File: src/hdl/sha1_pkg.sv
// shared types, constants and helpers of the sha1 hash engine
// used by sha1_round and sha1_hash_engine
`default_nettype none

package sha1_pkg;

   localparam int unsigned ROUNDS = 80;
   localparam int unsigned RND_W  = $clog2(ROUNDS);

   localparam logic [RND_W-1:0] LAST_ROUND = RND_W'(ROUNDS - 1);
   localparam logic [RND_W-1:0] RND_GRP1   = RND_W'(20);
   localparam logic [RND_W-1:0] RND_GRP2   = RND_W'(40);
   localparam logic [RND_W-1:0] RND_GRP3   = RND_W'(60);

   localparam logic [31:0] K0 = 32'h5A827999;
   localparam logic [31:0] K1 = 32'h6ED9EBA1;
   localparam logic [31:0] K2 = 32'h8F1BBCDC;
   localparam logic [31:0] K3 = 32'hCA62C1D6;

   localparam logic [7:0] PAD_MARK  = 8'h80;
   localparam logic [5:0] FILL_LAST = 6'd63;
   localparam logic [5:0] LEN_START = 6'd56;

   localparam int unsigned BLK_W    = 512;
   localparam int unsigned LEN_W    = 64;
   localparam int unsigned RSP_DW   = 40;
   localparam logic [2:0]  LAST_IDX = 3'd4;

   typedef struct packed {
      logic [31:0] a;
      logic [31:0] b;
      logic [31:0] c;
      logic [31:0] d;
      logic [31:0] e;
   } work_type;

   function automatic logic [31:0] iv_word(input logic [2:0] idx);
      logic [31:0] v;
      begin
         unique case (idx)
            3'd0:    v = 32'h67452301;
            3'd1:    v = 32'hEFCDAB89;
            3'd2:    v = 32'h98BADCFE;
            3'd3:    v = 32'h10325476;
            default: v = 32'hC3D2E1F0;
         endcase
         return v;
      end
   endfunction

endpackage

`default_nettype wire

File: src/hdl/sha1_round.sv
// one sha1 compression round, reused for all 80 rounds
// depends on sha1_pkg for the working-variable struct and round constants
`default_nettype none

module sha1_round (
   input  wire sha1_pkg::work_type           cur_i,
   input  wire logic [31:0]                  w_i,
   input  wire logic [sha1_pkg::RND_W-1:0]   rnd_i,
   output sha1_pkg::work_type                nxt_o
);

   logic [31:0] f;
   logic [31:0] k;
   logic [31:0] t;

   always_comb begin
      if (rnd_i < sha1_pkg::RND_GRP1) begin
         f = (cur_i.b & cur_i.c) | (~cur_i.b & cur_i.d);
         k = sha1_pkg::K0;
      end else if (rnd_i < sha1_pkg::RND_GRP2) begin
         f = cur_i.b ^ cur_i.c ^ cur_i.d;
         k = sha1_pkg::K1;
      end else if (rnd_i < sha1_pkg::RND_GRP3) begin
         f = (cur_i.b & cur_i.c) | (cur_i.b & cur_i.d) | (cur_i.c & cur_i.d);
         k = sha1_pkg::K2;
      end else begin
         f = cur_i.b ^ cur_i.c ^ cur_i.d;
         k = sha1_pkg::K3;
      end
      t = {cur_i.a[26:0], cur_i.a[31:27]} + f + cur_i.e + w_i + k;
      nxt_o.a = t;
      nxt_o.b = cur_i.a;
      nxt_o.c = {cur_i.b[1:0], cur_i.b[31:2]};
      nxt_o.d = cur_i.c;
      nxt_o.e = cur_i.d;
   end

endmodule

`default_nettype wire

File: src/hdl/sha1_hash_engine.sv
// Byte-serial SHA-1 engine. Each accepted data byte is shifted into a 64-byte
// block register; the 64th byte starts a compression that runs one round per
// cycle through the shared round unit and then folds the result into the
// chaining words, during which req_tready is low.
// An item with tlast set pads the message byte by byte through the same path
// (the 0x80 mark byte, zero bytes, then the eight length bytes)
// with one or two more compressions, then presents the digest
// as five 32-bit words, most significant first, one per accepted result item;
// after the fifth word the engine is ready for a new message. Items with
// byte_valid low and tlast low are taken and ignored.
// depends on sha1_pkg and sha1_round
`default_nettype none

module sha1_hash_engine (
   input  wire logic        clock,
   input  wire logic        reset,
   input  wire logic [7:0]  req_tdata,   // [7:0] data_byte
   input  wire logic        req_tuser,   // [0] byte_valid
   input  wire logic        req_tlast,
   input  wire logic        req_tvalid,
   output logic             req_tready,
   output logic [sha1_pkg::RSP_DW-1:0] rsp_tdata,  // [31:0] digest_word, [34:32] word_index
   output logic             rsp_tlast,
   output logic             rsp_tvalid,
   input  wire logic        rsp_tready
);

   localparam logic [2:0] S_IDLE  = 3'd0;
   localparam logic [2:0] S_MARK  = 3'd1;
   localparam logic [2:0] S_ZERO  = 3'd2;
   localparam logic [2:0] S_LEN   = 3'd3;
   localparam logic [2:0] S_ROUND = 3'd4;
   localparam logic [2:0] S_ADD   = 3'd5;
   localparam logic [2:0] S_OUT   = 3'd6;

   logic [2:0]                   state_ff, state_in;
   logic [2:0]                   ret_ff, ret_in;
   logic [5:0]                   fill_ff, fill_in;
   logic [sha1_pkg::LEN_W-1:0]   len_ff, len_in;
   logic [sha1_pkg::BLK_W-1:0]   blk_ff, blk_in;
   logic [sha1_pkg::RND_W-1:0]   rnd_ff, rnd_in;
   logic [2:0]                   idx_ff, idx_in;
   logic [31:0]                  chain_ff [5];
   logic [31:0]                  chain_in [5];
   sha1_pkg::work_type           work_ff, work_in;
   sha1_pkg::work_type           work_nxt;

   logic        push;
   logic [7:0]  push_byte;
   logic        start;
   logic [31:0] sched_x;
   logic [31:0] sched_w;

   // window holds w[t..t+15], w[t] in the top word
   assign sched_x = blk_ff[95:64] ^ blk_ff[255:224] ^ blk_ff[447:416] ^ blk_ff[511:480];
   assign sched_w = {sched_x[30:0], sched_x[31]};

   sha1_round u_round (
      .cur_i (work_ff),
      .w_i   (blk_ff[511:480]),
      .rnd_i (rnd_ff),
      .nxt_o (work_nxt)
   );

   assign req_tready = (state_ff == S_IDLE);
   assign rsp_tvalid = (state_ff == S_OUT);
   assign rsp_tdata  = {5'b0, idx_ff, chain_ff[0]};
   assign rsp_tlast  = (idx_ff == sha1_pkg::LAST_IDX);

   always_comb begin
      state_in  = state_ff;
      ret_in    = ret_ff;
      fill_in   = fill_ff;
      len_in    = len_ff;
      blk_in    = blk_ff;
      rnd_in    = rnd_ff;
      idx_in    = idx_ff;
      work_in   = work_ff;
      chain_in  = chain_ff;
      push      = 1'b0;
      push_byte = 8'h00;
      start     = 1'b0;

      unique case (state_ff)
         S_IDLE: begin
            if (req_tvalid) begin
               if (req_tuser) begin
                  push      = 1'b1;
                  push_byte = req_tdata;
                  len_in    = len_ff + sha1_pkg::LEN_W'(8);
               end
               if (req_tuser && fill_ff == sha1_pkg::FILL_LAST) begin
                  start  = 1'b1;
                  ret_in = req_tlast ? S_MARK : S_IDLE;
               end else if (req_tlast) begin
                  state_in = S_MARK;
               end
            end
         end
         S_MARK: begin
            push      = 1'b1;
            push_byte = sha1_pkg::PAD_MARK;
            if (fill_ff == sha1_pkg::FILL_LAST) begin
               start  = 1'b1;
               ret_in = S_ZERO;
            end else begin
               state_in = S_ZERO;
            end
         end
         S_ZERO: begin
            if (fill_ff == sha1_pkg::LEN_START) begin
               state_in = S_LEN;
            end else begin
               push = 1'b1;
               if (fill_ff == sha1_pkg::FILL_LAST) begin
                  start  = 1'b1;
                  ret_in = S_ZERO;
               end
            end
         end
         S_LEN: begin
            // length goes out high byte first and is used up by the shift
            push      = 1'b1;
            push_byte = len_ff[63:56];
            len_in    = {len_ff[55:0], 8'h00};
            if (fill_ff == sha1_pkg::FILL_LAST) begin
               start  = 1'b1;
               ret_in = S_OUT;
            end
         end
         S_ROUND: begin
            work_in = work_nxt;
            blk_in  = {blk_ff[479:0], sched_w};
            rnd_in  = rnd_ff + sha1_pkg::RND_W'(1);
            if (rnd_ff == sha1_pkg::LAST_ROUND) begin
               state_in = S_ADD;
            end
         end
         S_ADD: begin
            chain_in[0] = chain_ff[0] + work_ff.a;
            chain_in[1] = chain_ff[1] + work_ff.b;
            chain_in[2] = chain_ff[2] + work_ff.c;
            chain_in[3] = chain_ff[3] + work_ff.d;
            chain_in[4] = chain_ff[4] + work_ff.e;
            state_in    = ret_ff;
         end
         S_OUT: begin
            if (rsp_tready) begin
               // shift digest out and refill with the initial values
               chain_in[0] = chain_ff[1];
               chain_in[1] = chain_ff[2];
               chain_in[2] = chain_ff[3];
               chain_in[3] = chain_ff[4];
               chain_in[4] = sha1_pkg::iv_word(idx_ff);
               if (idx_ff == sha1_pkg::LAST_IDX) begin
                  idx_in   = 3'd0;
                  state_in = S_IDLE;
                  len_in   = '0;
               end else begin
                  idx_in = idx_ff + 3'd1;
               end
            end
         end
         default: begin
            state_in = S_IDLE;
         end
      endcase

      if (push) begin
         blk_in  = {blk_ff[sha1_pkg::BLK_W-9:0], push_byte};
         fill_in = fill_ff + 6'd1;
      end
      if (start) begin
         state_in  = S_ROUND;
         rnd_in    = '0;
         work_in.a = chain_ff[0];
         work_in.b = chain_ff[1];
         work_in.c = chain_ff[2];
         work_in.d = chain_ff[3];
         work_in.e = chain_ff[4];
      end
   end

   always_ff @(posedge clock) begin
      if (reset) begin
         state_ff <= S_IDLE;
         ret_ff   <= S_IDLE;
         fill_ff  <= '0;
         len_ff   <= '0;
         rnd_ff   <= '0;
         idx_ff   <= '0;
         for (int i = 0; i < 5; i++) begin
            chain_ff[i] <= sha1_pkg::iv_word(3'(i));
         end
      end else begin
         state_ff <= state_in;
         ret_ff   <= ret_in;
         fill_ff  <= fill_in;
         len_ff   <= len_in;
         rnd_ff   <= rnd_in;
         idx_ff   <= idx_in;
         chain_ff <= chain_in;
      end
   end

   always_ff @(posedge clock) begin
      blk_ff  <= blk_in;
      work_ff <= work_in;
   end

endmodule

`default_nettype wire

File: config.mk
export PLATFORM = sky130hd
export DESIGN_NAME = sha1_hash_engine
export DESIGN_NICKNAME = d
export VERILOG_FILES = /design/src/hdl/sha1_pkg.sv /design/src/hdl/sha1_round.sv /design/src/hdl/sha1_hash_engine.sv
export SDC_FILE = /design/constraint.sdc
export NUM_CORES = 2
export LEC_CHECK = 0
export ABC_AREA = 0
export BUFFER_PORTS_ARGS = -buffer_cell sky130_fd_sc_hd__buf_2
export CAP_MARGIN = 20
export CORE_AREA = 2 2 454 276
export CTS_CLUSTER_DIAMETER = 40
export DETAILED_ROUTE_END_ITERATION = 10
export DIE_AREA = 0 0 456 278
export SLEW_MARGIN = 20
export SYNTH_ARGS = -nofsm -noshare
export SYNTH_HDL_FRONTEND = slang
export SYNTH_HIERARCHICAL = 1
export SYNTH_SLANG_ARGS = --single-unit
export TNS_END_PERCENT = 50
File: constraint.sdc
create_clock -name clock -period 29.1 [get_ports clock]
set_clock_uncertainty 0.2 [all_clocks]
set_input_delay 1.455 -clock clock [delete_from_list [all_inputs] [get_ports clock]]
set_output_delay 1.455 -clock clock [all_outputs]
set_load 0.005 [all_outputs]
# Word level (Yosys, flattened, before mapping)

Cells that the tools add are included.

Flip-flop bits (word level): 918
Latch bits: 0
Bits in writable memories: 0
Memory bits (read-only): 0
Bits of input ports: 14
Output and inout bits: 43
Word-level logic and storage cells: 146
Memories kept: 0

$add $sub $neg: 13
$mul: 0
Divide/modulo/power cells: 0
Magnitude comparators: 3
Equality and inequality tests: 34
Shift-type cells: 0
Muxes and demuxes: 48
Bitwise operators: 14
Reduce and logical (&&, ||, !) cells: 16

Operator list:

| cell                                                       | count |
|---|---|
| 2-to-1 mux 512 bit                                         | 2 |
| 2-to-1 mux 160 bit                                         | 3 |
| one-hot mux 160 bit (2 select lines)                       | 1 |
| adder 32 bit                                               | 9 |
| 2-to-1 mux 64 bit                                          | 4 |
| one-hot mux 64 bit (3 select lines)                        | 1 |
| 2-to-1 mux 32 bit                                          | 5 |
| XOR 32 bit                                                 | 5 |
| AND 32 bit                                                 | 4 |
| one-hot mux 32 bit (4 select lines)                        | 1 |
| bitwise OR 32 bit                                          | 3 |
| adder 64 x 4 -> 64 bit, second input constant              | 1 |
| 2-to-1 mux 3 bit                                           | 15 |
| inverter 32 bit                                            | 1 |
| 2-to-1 mux 31 bit                                          | 1 |
| one-hot mux 8 bit (3 select lines)                         | 1 |
| != test 2 bit, second input constant                       | 11 |
| one-hot mux 3 bit (7 select lines)                         | 1 |
| AND reduction 9 bit                                        | 2 |
| 2-to-1 mux 8 bit                                           | 2 |
| less-than comparator 7 x 6 -> 1 bit, second input constant | 2 |
| == test 3 x 2 -> 1 bit, second input constant              | 4 |
| == test 3 bit, second input constant                       | 4 |
| == test 6 bit, second input constant                       | 2 |
| 22 further kinds                                           | 43 |

# Logic depth before layout (Yosys ltp)

Depth in word-level cells: 12
Mapped depth: 21
Gate-level depth less buffers: 19

# By module

Netlist, hierarchy kept.

Modules (own cells, without submodules):

| module           | times used | cells each | area an instance (um2) | sequential area each (um2) |
|---|---|---|---|---|
| sha1_hash_engine | 1          | 5,164      | 48,278.8               | 25,044.0 |
| sha1_round       | 1          | 784        | 6,638.9                | 0.0 |

# Worst setup path after synthesis

OpenSTA, ideal clock, no wires.

Path type: in2reg
Start: input req_tvalid
End: register blk_ff[0] (netlist bit) (enable)
Setup time: 3,679 ps
Arrival: 10,737 ps
Required time: 25,221 ps
Slack: 14,483 ps
Cell stages on the path: 6
Path buffers: 2
Cells stage by stage: nand2_1 > o21ai_0 > o21bai_1 > clkbuf_1 > clkbuf_1 > nand2_1

Cells in the longest elaborated chain, start to end: 3

Ends and longest elaborated chain:

| item                               | line                    | source |
|---|---|---|
| start: declaration                 | sha1_hash_engine.sv:20  | `input wire logic req_tvalid,` |
| 2-to-1 mux 1 bit                   | sha1_hash_engine.sv:86  | `if (req_tvalid) begin` |
| one-hot mux 1 bit (3 select lines) | sha1_hash_engine.sv:84  | `unique case (state_ff)` |
| nonzero test 2 bit (no line)       | --                      |  |
| end signal: assignment             | sha1_hash_engine.sv:207 | `blk_ff <= blk_in;` |
| end: declaration                   | sha1_hash_engine.sv:40  | `logic [sha1_pkg::BLK_W-1:0] blk_ff, blk_in;` |

Every way passes these cells.
A chain may end at the register's enable or synchronous reset.

==> flow_metrics.tcl <==
set metrics [dict create \
    globalRouteOverflowTotal 0 \
    ys_top_cells_by_count "1820 x nand2_1, 672 x edfxtp_1, 362 x nor2_1" \
    first_iter_violations 4716 \
    antenna_found_initial 8 \
    drc 0 \
    netlist_area_um2 54900 \
    crit_slowest_cell "o21ai_0" \
    rsz0062_at_grt "no" \
    avgSynthCellArea_um2 9.23 \
    status "finished, final reports clean" \
    hold_violations 0 \
    cp_common_cell "buf_4" \
    gp_congestion 0.944 \
    critPathCaptureType "flop" \
    place_area_um2 55400 \
    hold_depth 2 \
    r2r-end "work_ff[159]" \
    power_frac_comb_pct 38.1 \
    vias_per_cell 5.67 \
    finalCriticalPeriod_ns 6.97 \
    cp_cell_sequence "a41oi_2 -> and2_1 -> buf_4 -> nor2_2 -> buf_4 -> inv_1 -> o21ai_0 -> fa_1 -> ha_1 -> and3_1 -> nand3_1 -> nand3b_1 -> a21boi_1 -> nor3_2 -> o41ai_4 -> and4_1 -> nor3_1 -> mux2_2" \
    grt_max_degree 239 \
    synth_area_leader_cell "edfxtp_1" \
    max_slew.worst_pin.slew_ns 1.19 \
    cts_hold_buffers 0 \
    total_power_w 0.00646 \
    fp.coreArea_um2 123000 \
    die_h_um 278 \
    path_clk_slew_ns 0.06 \
    sw_frac_of_total_pct 39.1 \
    fp-row-count 100 \
    ys_warn_count 6 \
    fin_nets 6066 \
    synth_top_family_by_area "simple AND/OR/NAND/NOR gates" \
    setup_violations 0 \
    cts_resized 0 \
    synth_edf_count 672 \
    async_reset_ff_share_pct 0 \
    synth_top_cells_by_area "edfxtp_1 37%, nand2_1 12%, dfxtp_1 8.9%" \
    critPathKind "reg -> reg" \
    slew_headroom_pct 20.8 \
    power_switching_w 0.00253 \
    r2r_slack_ns 22.13 \
    cts-root-buf "clkbuf_16" \
    routedWlPerCell_um 22.0 \
    die_w_um 456 \
    slowest_delay_ns 0.77 \
    leakage_nw 24.7 \
    worst-path-buf-inv 3 \
    power.share.sequential_pct 38.6 \
    htree_levels 3 \
    slew_violations 0 \
    synthSimpleGateAreaFrac_pct 18.6 \
    ys.flop_type "edfxtp_1" \
    start_kind "flop" \
    critPathTopFamily "compound AO/OA/AOI/OAI gates" \
    setup_slack_ns 22.13 \
    grt_pass1_wl_mm 248 \
    cts_sinks 915 \
    syn_to_final_growth_pct 8.22 \
    yosysMostFrequentCell "nand2_1" \
    ant_nets 0 \
    synthAdderAreaFrac_pct 9.14 \
    required_ns 29.41 \
    cts_tree "done" \
    critPathArrivalTime_ns 7.28 \
    power_density_nw_per_um2 109 \
    maxCapViolCount 0 \
    fin_area_um2 59400 \
    ys_types 101 \
    initial_core_util_pct 44.7 \
    grt_pass1_vias 38800 \
    synth_mux_area_share_pct 4.01 \
    post_cts_buffers 0 \
    fmax_mhz 143 \
    yosysSeqAreaShare_pct 45.6 \
    die-area_um2 127000 \
    clk_path_buf_depth 3 \
    io_pins 57 \
    hold_start "rnd_ff[1]" \
    dpl.hpwl_mm 115 \
    synth_compound_area_share_pct 12.6 \
    pre_cts_ws_ns 22.36 \
    synth_cells 5948 \
    cts_buffers 119 \
    synth-seq-cells 915 \
    clk_latency_ns 0.76 \
    peakVddDrop_v 0.000117 \
    r2r_start "rnd_ff[4]" \
    finalCritPeriodShare_pct 24.0 \
    hp-class "reg -> reg" \
    fin_setup_tns_ns 0 \
    p_int_w 0.00394 \
    p_clk_share_pct 23.3 \
    synth-xor-area-share_pct 4.40 \
    synth_top_area_share_pct 36.7 \
    wl_mm 164 \
    fillers 11600 \
    portBuffers 51 \
    crit_fanout 23 \
    drive_gt1_share_pct 9.17 \
    firstDrtPassIters 6 \
    grt_usage_pct 25.4 \
    via_count 42300 \
    hold_end "rnd_ff[1]" \
    reg2reg_depth 18 \
]
==> worst max path at each step <==
stage	cells past startpoint	start	slack [ns]	end
after floorplan	6	req_tvalid	14.48	blk_ff[0]
after global placement	20	rnd_ff[5]	22.49	work_ff[159]
after detailed placement	18	rnd_ff[4]	22.36	work_ff[159]
after CTS	18	rnd_ff[4]	22.34	work_ff[159]
after global routing	18	rnd_ff[4]	21.94	work_ff[151]
final	18	rnd_ff[4]	22.13	work_ff[159]
==> through the flow <==
step | util [%] | std cells | hold WS, ns
final | 48.4 | 7461 | 0.279
after global routing | 48.4 | 7459 | 0.322
after CTS | 48.4 | 7458 | 0.279
after detailed placement | 45.1 | 7237 | 0.271
after global placement | 45.1 | 7237 | 0.268
after floorplan | - | 5952 | 0.254
==> metal layers <==
layer	up-vias	track usage, %	part of all wire [%]
met4	4	4.71	1.7
li1	19900	-	-
met1	20500	41.4	50
met2	1689	30.8	37
met5	-	0.263	0.030
met3	201	9.44	12
==> power groups by stage <==
stage	combinational, W	clock (W)	sequential (W)
6_report	0.00246	0.00151	0.00250
5_1_grt	0.00279	0.00158	0.00255
4_1_cts	0.00246	0.00153	0.00250
3_5_place_dp	0.00244	0	0.00252
3_3_place_gp	0.00242	0	0.00252
2_1_floorplan	0.00187	0	0.00264
==> kinds of logic (layout without fill, tap and decap cells) <==
logic type / after synthesis / after routing
flops: 915 / 915
buf+inv: 665 / 539
simple gates: 2518 / 2518
compound gates: 1048 / 1048
mux: 199 / 199
other cells: 1 / 8
xor+xnor: 276 / 276
fa+ha+maj: 326 / 326
==> state kept, by name (all words and copies together) (netlist names), 6 cells and up <==
name and flops:
work_ff 160, len_ff 61, fill_ff 6, rsp_tdata 32, chain_ff 128, blk_ff 512
rnd_ff 7
==> final cells by class <==
class	instances	area (µm²)	share of cell area, %
Tap cell	1632	2040	3.44
Multi-Input combinational cell	4372	26800	45.2
Inverter	221	836	1.41
Clock inverter	91	967	1.63
Timing Repair Buffer	97	661	1.11
Sequential cell	915	25000	42.1
Clock buffer	130	3040	5.11
Antenna cell	3	7.51	0.0126
==> worst register-to-register path, delay by kind of cell, from the launching register on <==
kind / cells / cell delay, ns
flops: 1 / 0.47
compound gates: 4 / 2.17
mux: 1 / 0.27
buf+inv: 3 / 1.13
simple gates: 8 / 1.61
fa+ha+maj: 2 / 0.90
==> cell usage in the layout, fill, tap and decap left out, types with 41 or more instances in the layout <==
cell          n
a211oi_1     44
a21o_1      106
a21oi_1     279
buf_2        50
buf_4        41
clkbuf_16   119
dfxtp_1     243
edfxtp_1    672
fa_1        125
ha_1        201
inv_1       219
mux2_2      167
nand2_1    1815
nand3_1      74
nor2_1      358
nor3_1       69
o21ai_0     230
xnor2_1     199
xor2_1       77
Power figures use the tool's default switching activity.
